===== src/hdl/cubic_trajectory_generator_unit_macros.svh =====
// Assertion macros for the cubic trajectory generator
`ifndef CUBIC_TRAJECTORY_GENERATOR_UNIT_MACROS_SVH
`define CUBIC_TRAJECTORY_GENERATOR_UNIT_MACROS_SVH
`ifndef NO_ASSERTIONS
`define CTG_ASSERT_IMPL(label, clk, rst, ante, cons, msg) \
   label: assert property (@(posedge clk) disable iff (rst) (ante) |-> (cons)) else $error(msg);
`define CTG_ASSERT_NEXT(label, clk, rst, ante, cons, msg) \
   label: assert property (@(posedge clk) disable iff (rst) (ante) |=> (cons)) else $error(msg);
`else
`define CTG_ASSERT_IMPL(label, clk, rst, ante, cons, msg)
`define CTG_ASSERT_NEXT(label, clk, rst, ante, cons, msg)
`endif
`endif


===== src/hdl/ctg_pkg.sv =====
// ----------------------------------------------------------------------------
// ctg_pkg
// Shared types, codes and saturation limits of the trajectory generator.
// ----------------------------------------------------------------------------
package ctg_pkg;
   localparam logic [1:0] STATUS_OK        = 2'd0;
   localparam logic [1:0] STATUS_SATURATED = 2'd1;
   localparam logic [1:0] STATUS_ZERO_TIME = 2'd2;

   localparam logic OP_PLAN     = 1'b0;
   localparam logic OP_EVALUATE = 1'b1;

   localparam logic signed [47:0] MAX48 = {1'b0, {47{1'b1}}};
   localparam logic signed [47:0] MIN48 = {1'b1, {47{1'b0}}};

   // datapath commands
   localparam logic [3:0] CMD_NONE     = 4'd0;
   localparam logic [3:0] CMD_LOAD     = 4'd1;  // capture the input word
   localparam logic [3:0] CMD_DIV_3D   = 4'd2;  // start div(3D)
   localparam logic [3:0] CMD_DIV_A2   = 4'd3;  // start div(q - (2v0+vf))
   localparam logic [3:0] CMD_DIV_M2D  = 4'd4;  // start div(-2D), save a2
   localparam logic [3:0] CMD_DIV_B1   = 4'd5;  // start div(q + v0 + vf)
   localparam logic [3:0] CMD_DIV_B2   = 4'd6;  // start div(q)
   localparam logic [3:0] CMD_STORE    = 4'd7;  // write coefficients
   localparam logic [3:0] CMD_RD_A3    = 4'd8;
   localparam logic [3:0] CMD_MUL_A3   = 4'd9;
   localparam logic [3:0] CMD_MUL_S1   = 4'd10;
   localparam logic [3:0] CMD_MUL_S2   = 4'd11;
   localparam logic [3:0] CMD_FINISH   = 4'd12; // build the result word
   localparam logic [3:0] CMD_ACC_A2   = 4'd13;
   localparam logic [3:0] CMD_ACC_A1   = 4'd14;

   typedef struct packed {
      logic [3:0] cmd;
   } ctg_ctrl_type;

   typedef struct packed {
      logic div_busy;
      logic mul_busy;
      logic operation;
      logic zero_time;
      logic sel_valid;
   } ctg_stat_type;

   function automatic logic signed [47:0] sat48(input logic signed [49:0] v);
      if (v > 50'(MAX48)) begin
         return MAX48;
      end else if (v < 50'(MIN48)) begin
         return MIN48;
      end
      return v[47:0];
   endfunction

   function automatic logic ovf48(input logic signed [49:0] v);
      return (v > 50'(MAX48)) || (v < 50'(MIN48));
   endfunction
endpackage


===== src/hdl/ctg_controller.sv =====
// ----------------------------------------------------------------------------
// ctg_controller
// Sequencer for plan and evaluate; drives at most one datapath command at a time.
// ----------------------------------------------------------------------------
`include "cubic_trajectory_generator_unit_macros.svh"
module ctg_controller (
   input  logic                  clock,
   input  logic                  reset,
   input  logic                  req_tvalid,
   output logic                  req_tready,
   output logic                  rsp_tvalid,
   input  logic                  rsp_tready,
   output ctg_pkg::ctg_ctrl_type ctrl,
   input  ctg_pkg::ctg_stat_type stat
);
   localparam logic [3:0] S_IDLE = 4'd0;
   localparam logic [3:0] S_DECODE = 4'd1;
   localparam logic [3:0] S_D1 = 4'd2;
   localparam logic [3:0] S_D2 = 4'd3;
   localparam logic [3:0] S_D3 = 4'd4;
   localparam logic [3:0] S_D4 = 4'd5;
   localparam logic [3:0] S_D5 = 4'd6;
   localparam logic [3:0] S_STORE = 4'd7;
   localparam logic [3:0] S_M1 = 4'd8;
   localparam logic [3:0] S_M2 = 4'd9;
   localparam logic [3:0] S_M3 = 4'd10;
   localparam logic [3:0] S_FIN = 4'd11;
   localparam logic [3:0] S_RD = 4'd12;

   logic [3:0] state_ff, state_in;
   logic [1:0] step_ff, step_in;
   logic       out_valid_ff, out_valid_in;
   logic       started_ff, started_in;

   assign req_tready = (state_ff == S_IDLE) && !out_valid_ff;
   assign rsp_tvalid = out_valid_ff;

   always_comb begin
      state_in = state_ff;
      step_in = step_ff;
      started_in = started_ff;
      out_valid_in = out_valid_ff && !rsp_tready;
      ctrl.cmd = ctg_pkg::CMD_NONE;
      unique case (state_ff)
         S_IDLE: if (req_tvalid && req_tready) begin
            ctrl.cmd = ctg_pkg::CMD_LOAD;
            state_in = S_DECODE;
         end
         S_DECODE: begin
            if (stat.operation == ctg_pkg::OP_EVALUATE) begin
               state_in = S_RD;
            end else if (stat.zero_time || !stat.sel_valid) begin
               state_in = S_FIN;
            end else begin
               state_in = S_D1; started_in = 1'b0;
            end
         end
         S_D1, S_D2, S_D3, S_D4, S_D5: begin
            if (!started_ff) begin
               started_in = 1'b1;
               unique case (state_ff)
                  S_D1: ctrl.cmd = ctg_pkg::CMD_DIV_3D;
                  S_D2: ctrl.cmd = ctg_pkg::CMD_DIV_A2;
                  S_D3: ctrl.cmd = ctg_pkg::CMD_DIV_M2D;
                  S_D4: ctrl.cmd = ctg_pkg::CMD_DIV_B1;
                  default: ctrl.cmd = ctg_pkg::CMD_DIV_B2;
               endcase
            end else if (!stat.div_busy) begin
               started_in = 1'b0;
               state_in = (state_ff == S_D5) ? S_STORE : state_ff + 4'd1;
            end
         end
         S_STORE: begin
            ctrl.cmd = ctg_pkg::CMD_STORE;
            state_in = S_FIN;
         end
         S_RD: begin
            ctrl.cmd = ctg_pkg::CMD_RD_A3;
            state_in = S_M1; started_in = 1'b0;
         end
         S_M1, S_M2, S_M3: begin
            if (!started_ff) begin
               started_in = 1'b1;
               step_in = 2'd0;
               ctrl.cmd = (state_ff == S_M1) ? ctg_pkg::CMD_MUL_A3 :
                          (state_ff == S_M2) ? ctg_pkg::CMD_MUL_S1 : ctg_pkg::CMD_MUL_S2;
            end else if (step_ff != 2'd1) begin
               step_in = step_ff + 2'd1;
            end else begin
               started_in = 1'b0;
               unique case (state_ff)
                  S_M1: begin ctrl.cmd = ctg_pkg::CMD_ACC_A2; state_in = S_M2; end
                  S_M2: begin ctrl.cmd = ctg_pkg::CMD_ACC_A1; state_in = S_M3; end
                  default: begin ctrl.cmd = ctg_pkg::CMD_FINISH; state_in = S_IDLE;
                     out_valid_in = 1'b1; end
               endcase
            end
         end
         S_FIN: begin
            ctrl.cmd = ctg_pkg::CMD_FINISH;
            out_valid_in = 1'b1;
            state_in = S_IDLE;
         end
         default: state_in = S_IDLE;
      endcase
   end

   always_ff @(posedge clock) begin
      if (reset) begin
         state_ff <= S_IDLE;
         step_ff <= 2'd0;
         out_valid_ff <= 1'b0;
         started_ff <= 1'b0;
      end else begin
         state_ff <= state_in;
         step_ff <= step_in;
         out_valid_ff <= out_valid_in;
         started_ff <= started_in;
      end
   end

   `CTG_ASSERT_IMPL(a_ready_idle, clock, reset, req_tready, state_ff == S_IDLE,
                    "ready outside idle")
   `CTG_ASSERT_NEXT(a_hold_rsp, clock, reset, rsp_tvalid && !rsp_tready, rsp_tvalid,
                    "result dropped")
   `CTG_ASSERT_IMPL(a_no_accept_busy, clock, reset, rsp_tvalid, !req_tready,
                    "accept while result pending")
endmodule


===== config.mk =====
export PLATFORM = sky130hd
export DESIGN_NAME = ctg_controller
export DESIGN_NICKNAME = d
export VERILOG_FILES = /design/src/hdl/ctg_pkg.sv /design/src/hdl/ctg_controller.sv
export VERILOG_INCLUDE_DIRS = /design/src /design/src/hdl
export SDC_FILE = /design/constraint.sdc
export NUM_CORES = 1
export LEC_CHECK = 0
export ABC_CLOCK_PERIOD_IN_PS = 2600
export BUFFER_PORTS_ARGS = -buffer_cell sky130_fd_sc_hd__buf_4
export CORE_MARGIN = 2
export CORE_UTILIZATION = 45
export CTS_CLUSTER_DIAMETER = 40
export DETAILED_ROUTE_END_ITERATION = 7
export PLACE_DENSITY = 0.66
export SETUP_SLACK_MARGIN = 0.4
export SYNTH_ARGS = -nofsm -noshare
export SYNTH_HDL_FRONTEND = slang
export SYNTH_SLANG_ARGS = --single-unit

===== constraint.sdc =====
create_clock -name clock -period 2.6 [get_ports clock]
set_input_delay 0.13 -clock clock [delete_from_list [all_inputs] [get_ports clock]]
set_output_delay 0.13 -clock clock [all_outputs]
set_load 0.005 [all_outputs]

=== Word level (Yosys, flattened, before mapping) ===
Index checks and enable logic that the tools add are counted.

* Flip-flop bits (word level): 8
* Logic and storage cells: 74
* Output and inout bits: 6

* Add/subtract/negate cells: 2
* Equality and inequality tests: 21
* Multiplexer cells: 32
* Reductions and logical operators: 15

{| class="wikitable"
|+ Operators with widths
! operator !! number
|-
| 4-bit one-hot mux with 6 select lines || 2
|-
| 4-bit two-way mux || 10
|-
| 4-bit == test (second input constant) || 5
|-
| 4-bit by 3-bit == test with 1-bit output (second input constant) || 4
|-
| 2-bit inequality test (second input constant) || 6
|-
| 3-bit one-hot mux with 4 select lines || 1
|-
| 1-bit two-way mux || 11
|-
| 4-bit by 2-bit == test with 1-bit output (second input constant) || 2
|-
| 4-bit one-hot mux with 2 select lines || 1
|-
| 2-bit two-way mux || 3
|-
| 2-bit by 1-bit inequality test with 1-bit output (second input constant) || 3
|-
| 5-bit AND reduction || 1
|-
| 5-bit OR reduction || 1
|-
| 4-bit by 1-bit adder with 4-bit output (second input constant) || 1
|-
| 4-bit by 1-bit == test with 1-bit output (second input constant) || 1
|-
| 4-bit zero test || 1
|-
| 1-bit one-hot mux with 4 select lines || 1
|-
| 2-bit one-hot mux with 2 select lines || 1
|-
| 4-bit nonzero test || 1
|-
| 1-bit logical AND || 3
|-
| 1-bit zero test || 3
|-
| 3-bit two-way mux || 1
|-
| 3-bit AND reduction || 1
|-
| 3-bit OR reduction || 1
|-
| 5 further kinds || 5
|}

=== Logic depth before layout (Yosys ltp) ===
* Depth in word-level cells: 6
* Mapped depth: 8
* Gate-level depth less buffers: 7

=== Worst setup path before layout ===
Ideal clock, no wire load.

* Path type: register to register
* Start: reg state_ff[0]
* End: reg state_ff[2]
* Arrival: 2.137 ns
* Path buffers: 1
* Data required time: 2.530 ns
* Cell stages (with the launch flop): 9
* Library setup time: 0.070 ns
* Slack: 0.393 ns
* Path through: dfxtp_1 inv_1 ha_1 buf_2 or3_4 o211ai_2 nand4_4 or4_1 a21oi_1

* Word-level cells in the longest chain between the ends: 5
* Elaborated cells between the ends (all ways): 27
* Classes of those cells: 1 x add/sub; 16 x eq/ne; 4 x mux; 6 x reduce/logical

{| class="wikitable"
|+ Ends and longest elaborated chain
! what !! RTL line !! source
|-
| from (decl) || ctg_controller.sv:30 || <nowiki>logic [3:0] state_ff, state_in;</nowiki>
|-
| from (signal assigned) || ctg_controller.sv:115 || <nowiki>state_ff <= state_in;</nowiki>
|-
| 4-bit by 1-bit adder with 4-bit output (tied with other cells) || ctg_controller.sv:70 || <nowiki>state_in = (state_ff == S_D5) ? S_STORE : state_ff + 4'd1;</nowiki>
|-
| 4-bit two-way mux or 1-bit logical AND (tied branches) || ctg_controller.sv:70, ctg_controller.sv:35 ||
|-
| 4-bit two-way mux or 1-bit logical AND (tied branches) || ctg_controller.sv:68, ctg_controller.sv:45 ||
|-
| 4-bit two-way mux or 2-bit by 1-bit inequality test with 1-bit output (tied branches) || -- ||
|-
| 4-bit one-hot mux with 6 select lines or 5-bit AND reduction (tied branches) || -- ||
|}

Parallel ways exist; a longest one is shown, timed or not. The select of a mux whose other input is x is not followed.
A chain may end at the register's enable or synchronous reset.

=== Worst setup path in the final report ===
Ends and elaborated chain as after synthesis.

==> metrics <==
Pwr per Cell Area=1241 nW/µm²; first-pass GRT wire length=~3400 µm; fin crit period=2.140 ns; RSZ-0062 raised after global routing=yes; max_slew headroom=57.94%; layout cells sized above 1=25.81%; worst path arrival time=2.33 ns; # rows=15; Die H=47.45 µm; vias in the first global route=752; Final Max Slew Viols=0; leakage=0.4103 nW; critical path launch point type=register; DRT Wirelength=2172 µm; M1 GR Usage=26.48%; fmax=467.3 MHz; VDD IR max=0.5758 mV; most common cell after layout, fill and taps aside=buf_4; CTS max path bufs=2; Worst-path clk slew=0.05 ns; total gr overflow=0; Num CTS Buffers=3; PortBufs=13; Netlist Area Pre-Place=about 850 µm²; Inst Count DP=145; YS warnings=0; Area growth, synth to finish=20.32%; initial antenna violation count=0; net switching power=~0.59 mW; final HPWL from detailed placement=1576 µm; vias=903; Starting Density=48.67%; leading post-synthesis cells by cell area=dfxtp_1 19%, ha_1 7.4%, nor2_1 6.2%; Post-Route Skew=0.003325 ns; ys async rst share=0%; post-synthesis sequential area ratio=18.85%; Hold Crit Start=reset; outcome=complete, no violations; area leader, netlist=dfxtp_1; H-tree level count=1; Crit Path Class=register to register; I/O pin count=15; Synth Instances=115; Yosys top cell area share=18.85%; drt via density=6.060; Clock Latency Late Sink=0.26 ns; FF-to-FF setup slack=0.46 ns; sw frac=46.24%; CP Capture Type=register; 1st-pass router iterations=4; hold depth=2; sequential power share=19.5%; Net Count, Synth=129; Clock Root Buffer=clkbuf_4; Placer Congestion=0.8694; Non-Filler Instances=149; WP data required=2.79 ns; Syn Area/Cell=7.388 µm²; Die W=47.45 µm; Post-synth EDFFs=0; worst min-delay path endpoint=state_ff[2]; largest net degree at the start of global routing=21; # DRC=0; maximum net fanout on the critical path=13; antenna cell count=0; end of the worst register-to-register path=state_ff[2]; unique cell type count in the Yosys netlist=41; Fillers=176; DR WL/cell=14.58 µm; Clock Power Share=7.9%; most used routing layer in global routing=met2; r2r startpoint=state_ff[0]; Setup TNS Final=0 ns; Core Region=roughly 1700 µm²; CTS tree=built; Int Pwr=0.6819 mW; clock sinks=8; Primary FF master, synth=dfxtp_1; die area=2252 µm²; final hold viol count=0; Worst-Margin Slew=0.6300 ns; met3 GRT Util=a little over 6%; met2 Use GR=between 30% and 40%; Final period util=82.31%; Worst R2R Path Depth=6; fin nets=140; final setup vio count=0; DR iter-0 viols=22; most frequent cells in the layout=15 x buf_4, 13 x nor2_1, 8 x a21oi_1, 7 x inv_1, 7 x nand2b_1; post-synthesis register bit count=8; Combinational Power Share=72.6%; Detail Route Antenna Nets=0; max-cap violation count=0; global-route usage over all layers=22.12%; Worst Hold Class=input pin to register
## worst max-delay path, cell delays in order (launching register included)
cell and delay, ns:
dfxtp_4 0.36, ha_1 0.36, or4_4 0.47, o211ai_2 0.12, nand4_4 0.14, or4_1 0.48
a21oi_1 0.14
## metal layers
layer	up-vias	routed length, µm
met5	-	0
met4	0	38
met3	7	111
met2	27	1066
met1	424	955
li1	445	-
## stage by stage
stage	setup slack, ns	total power, mW	cell area, µm²	hold WS, ns	utilization (%)
final	0.4599	1.268	1022	0.09688	58.57
after global routing	0.3619	1.376	1022	0.08945	58.57
after CTS	0.3904	1.160	982.2	0.09244	56.27
after detailed placement	0.2333	1.029	939.7	0.3764	53.84
after global placement	0.2984	1.015	939.7	0.3774	53.84
after floorplan	0.4164	0.8273	849.6	0.3109	-
## logic make-up (layout without fill, tap and decap cells)
group | Yosys count | count (layout) | share of synthesized area [%]
AOI/OAI and AO/OA | 40 | 40 | 33.73
and+or+nand+nor | 42 | 42 | 28.13
buffers and inverters | 19 | 28 | 10.75
adders and majority gates | 6 | 6 | 8.542
DFF | 8 | 8 | 18.85
## worst max-delay path by stage
| stage | start | end | slack, ns | depth (start not counted) |
|---|---|---|---|---|
| 2_1_floorplan | state_ff[0] | state_ff[2] | 0.42 | 8 |
| 3_3_place_gp | state_ff[0] | state_ff[2] | 0.30 | 7 |
| 3_5_place_dp | state_ff[0] | state_ff[2] | 0.23 | 7 |
| 4_1_cts | state_ff[0] | state_ff[2] | 0.39 | 7 |
| 5_1_grt | state_ff[1] | ctrl[1] | 0.36 | 10 |
| 6_report | state_ff[0] | state_ff[2] | 0.46 | 6 |
## cells in the mapped netlist, drive strengths merged (3+ instances only)
cell type   n
a211oi      6
a21oi       8
buf         6
clkbuf      5
dfxtp       8
ha          5
inv         8
nand2       4
nand2b      7
nand3       3
nor2       14
nor3        4
o211ai      3
o21ai       4
o31ai       3
## layout make-up
class	instances	area [µm²]	share of cell area, %
Multi-Input combinational cell	88	625.6	61.20
Sequential cell	8	168.9	16.52
Timing Repair Buffer	17	143.9	14.08
Tap cell	25	31.28	3.060
Inverter	8	30.03	2.938
Clock buffer	3	22.52	2.203
## sequential cells by signal, summed over array words and instances (netlist names)
| signal | flops |
|---|---|
| rsp_tvalid | 1 |
| started_ff | 1 |
| state_ff | 4 |
| step_ff | 2 |
## power groups by stage
stage | sequential (mW) | combinational, mW | clock, mW
3_3_place_gp | 0.235 | 0.780 | 0
4_1_cts | 0.237 | 0.817 | 0.106
3_5_place_dp | 0.235 | 0.794 | 0
5_1_grt | 0.255 | 1.01 | 0.111
6_report | 0.247 | 0.921 | 0.100
2_1_floorplan | 0.172 | 0.655 | 0
## what timing repair did
action | 4_1_cts | 5_1_grt
setup endpoints to repair | 2 | 2
buffers inserted | 0 | 1
endpoints found under the hold margin | 0 | 0
gates resized for setup | 6 | 7
hold buffers | 0 | 0
No activity file was read; power rests on OpenSTA's default activity.
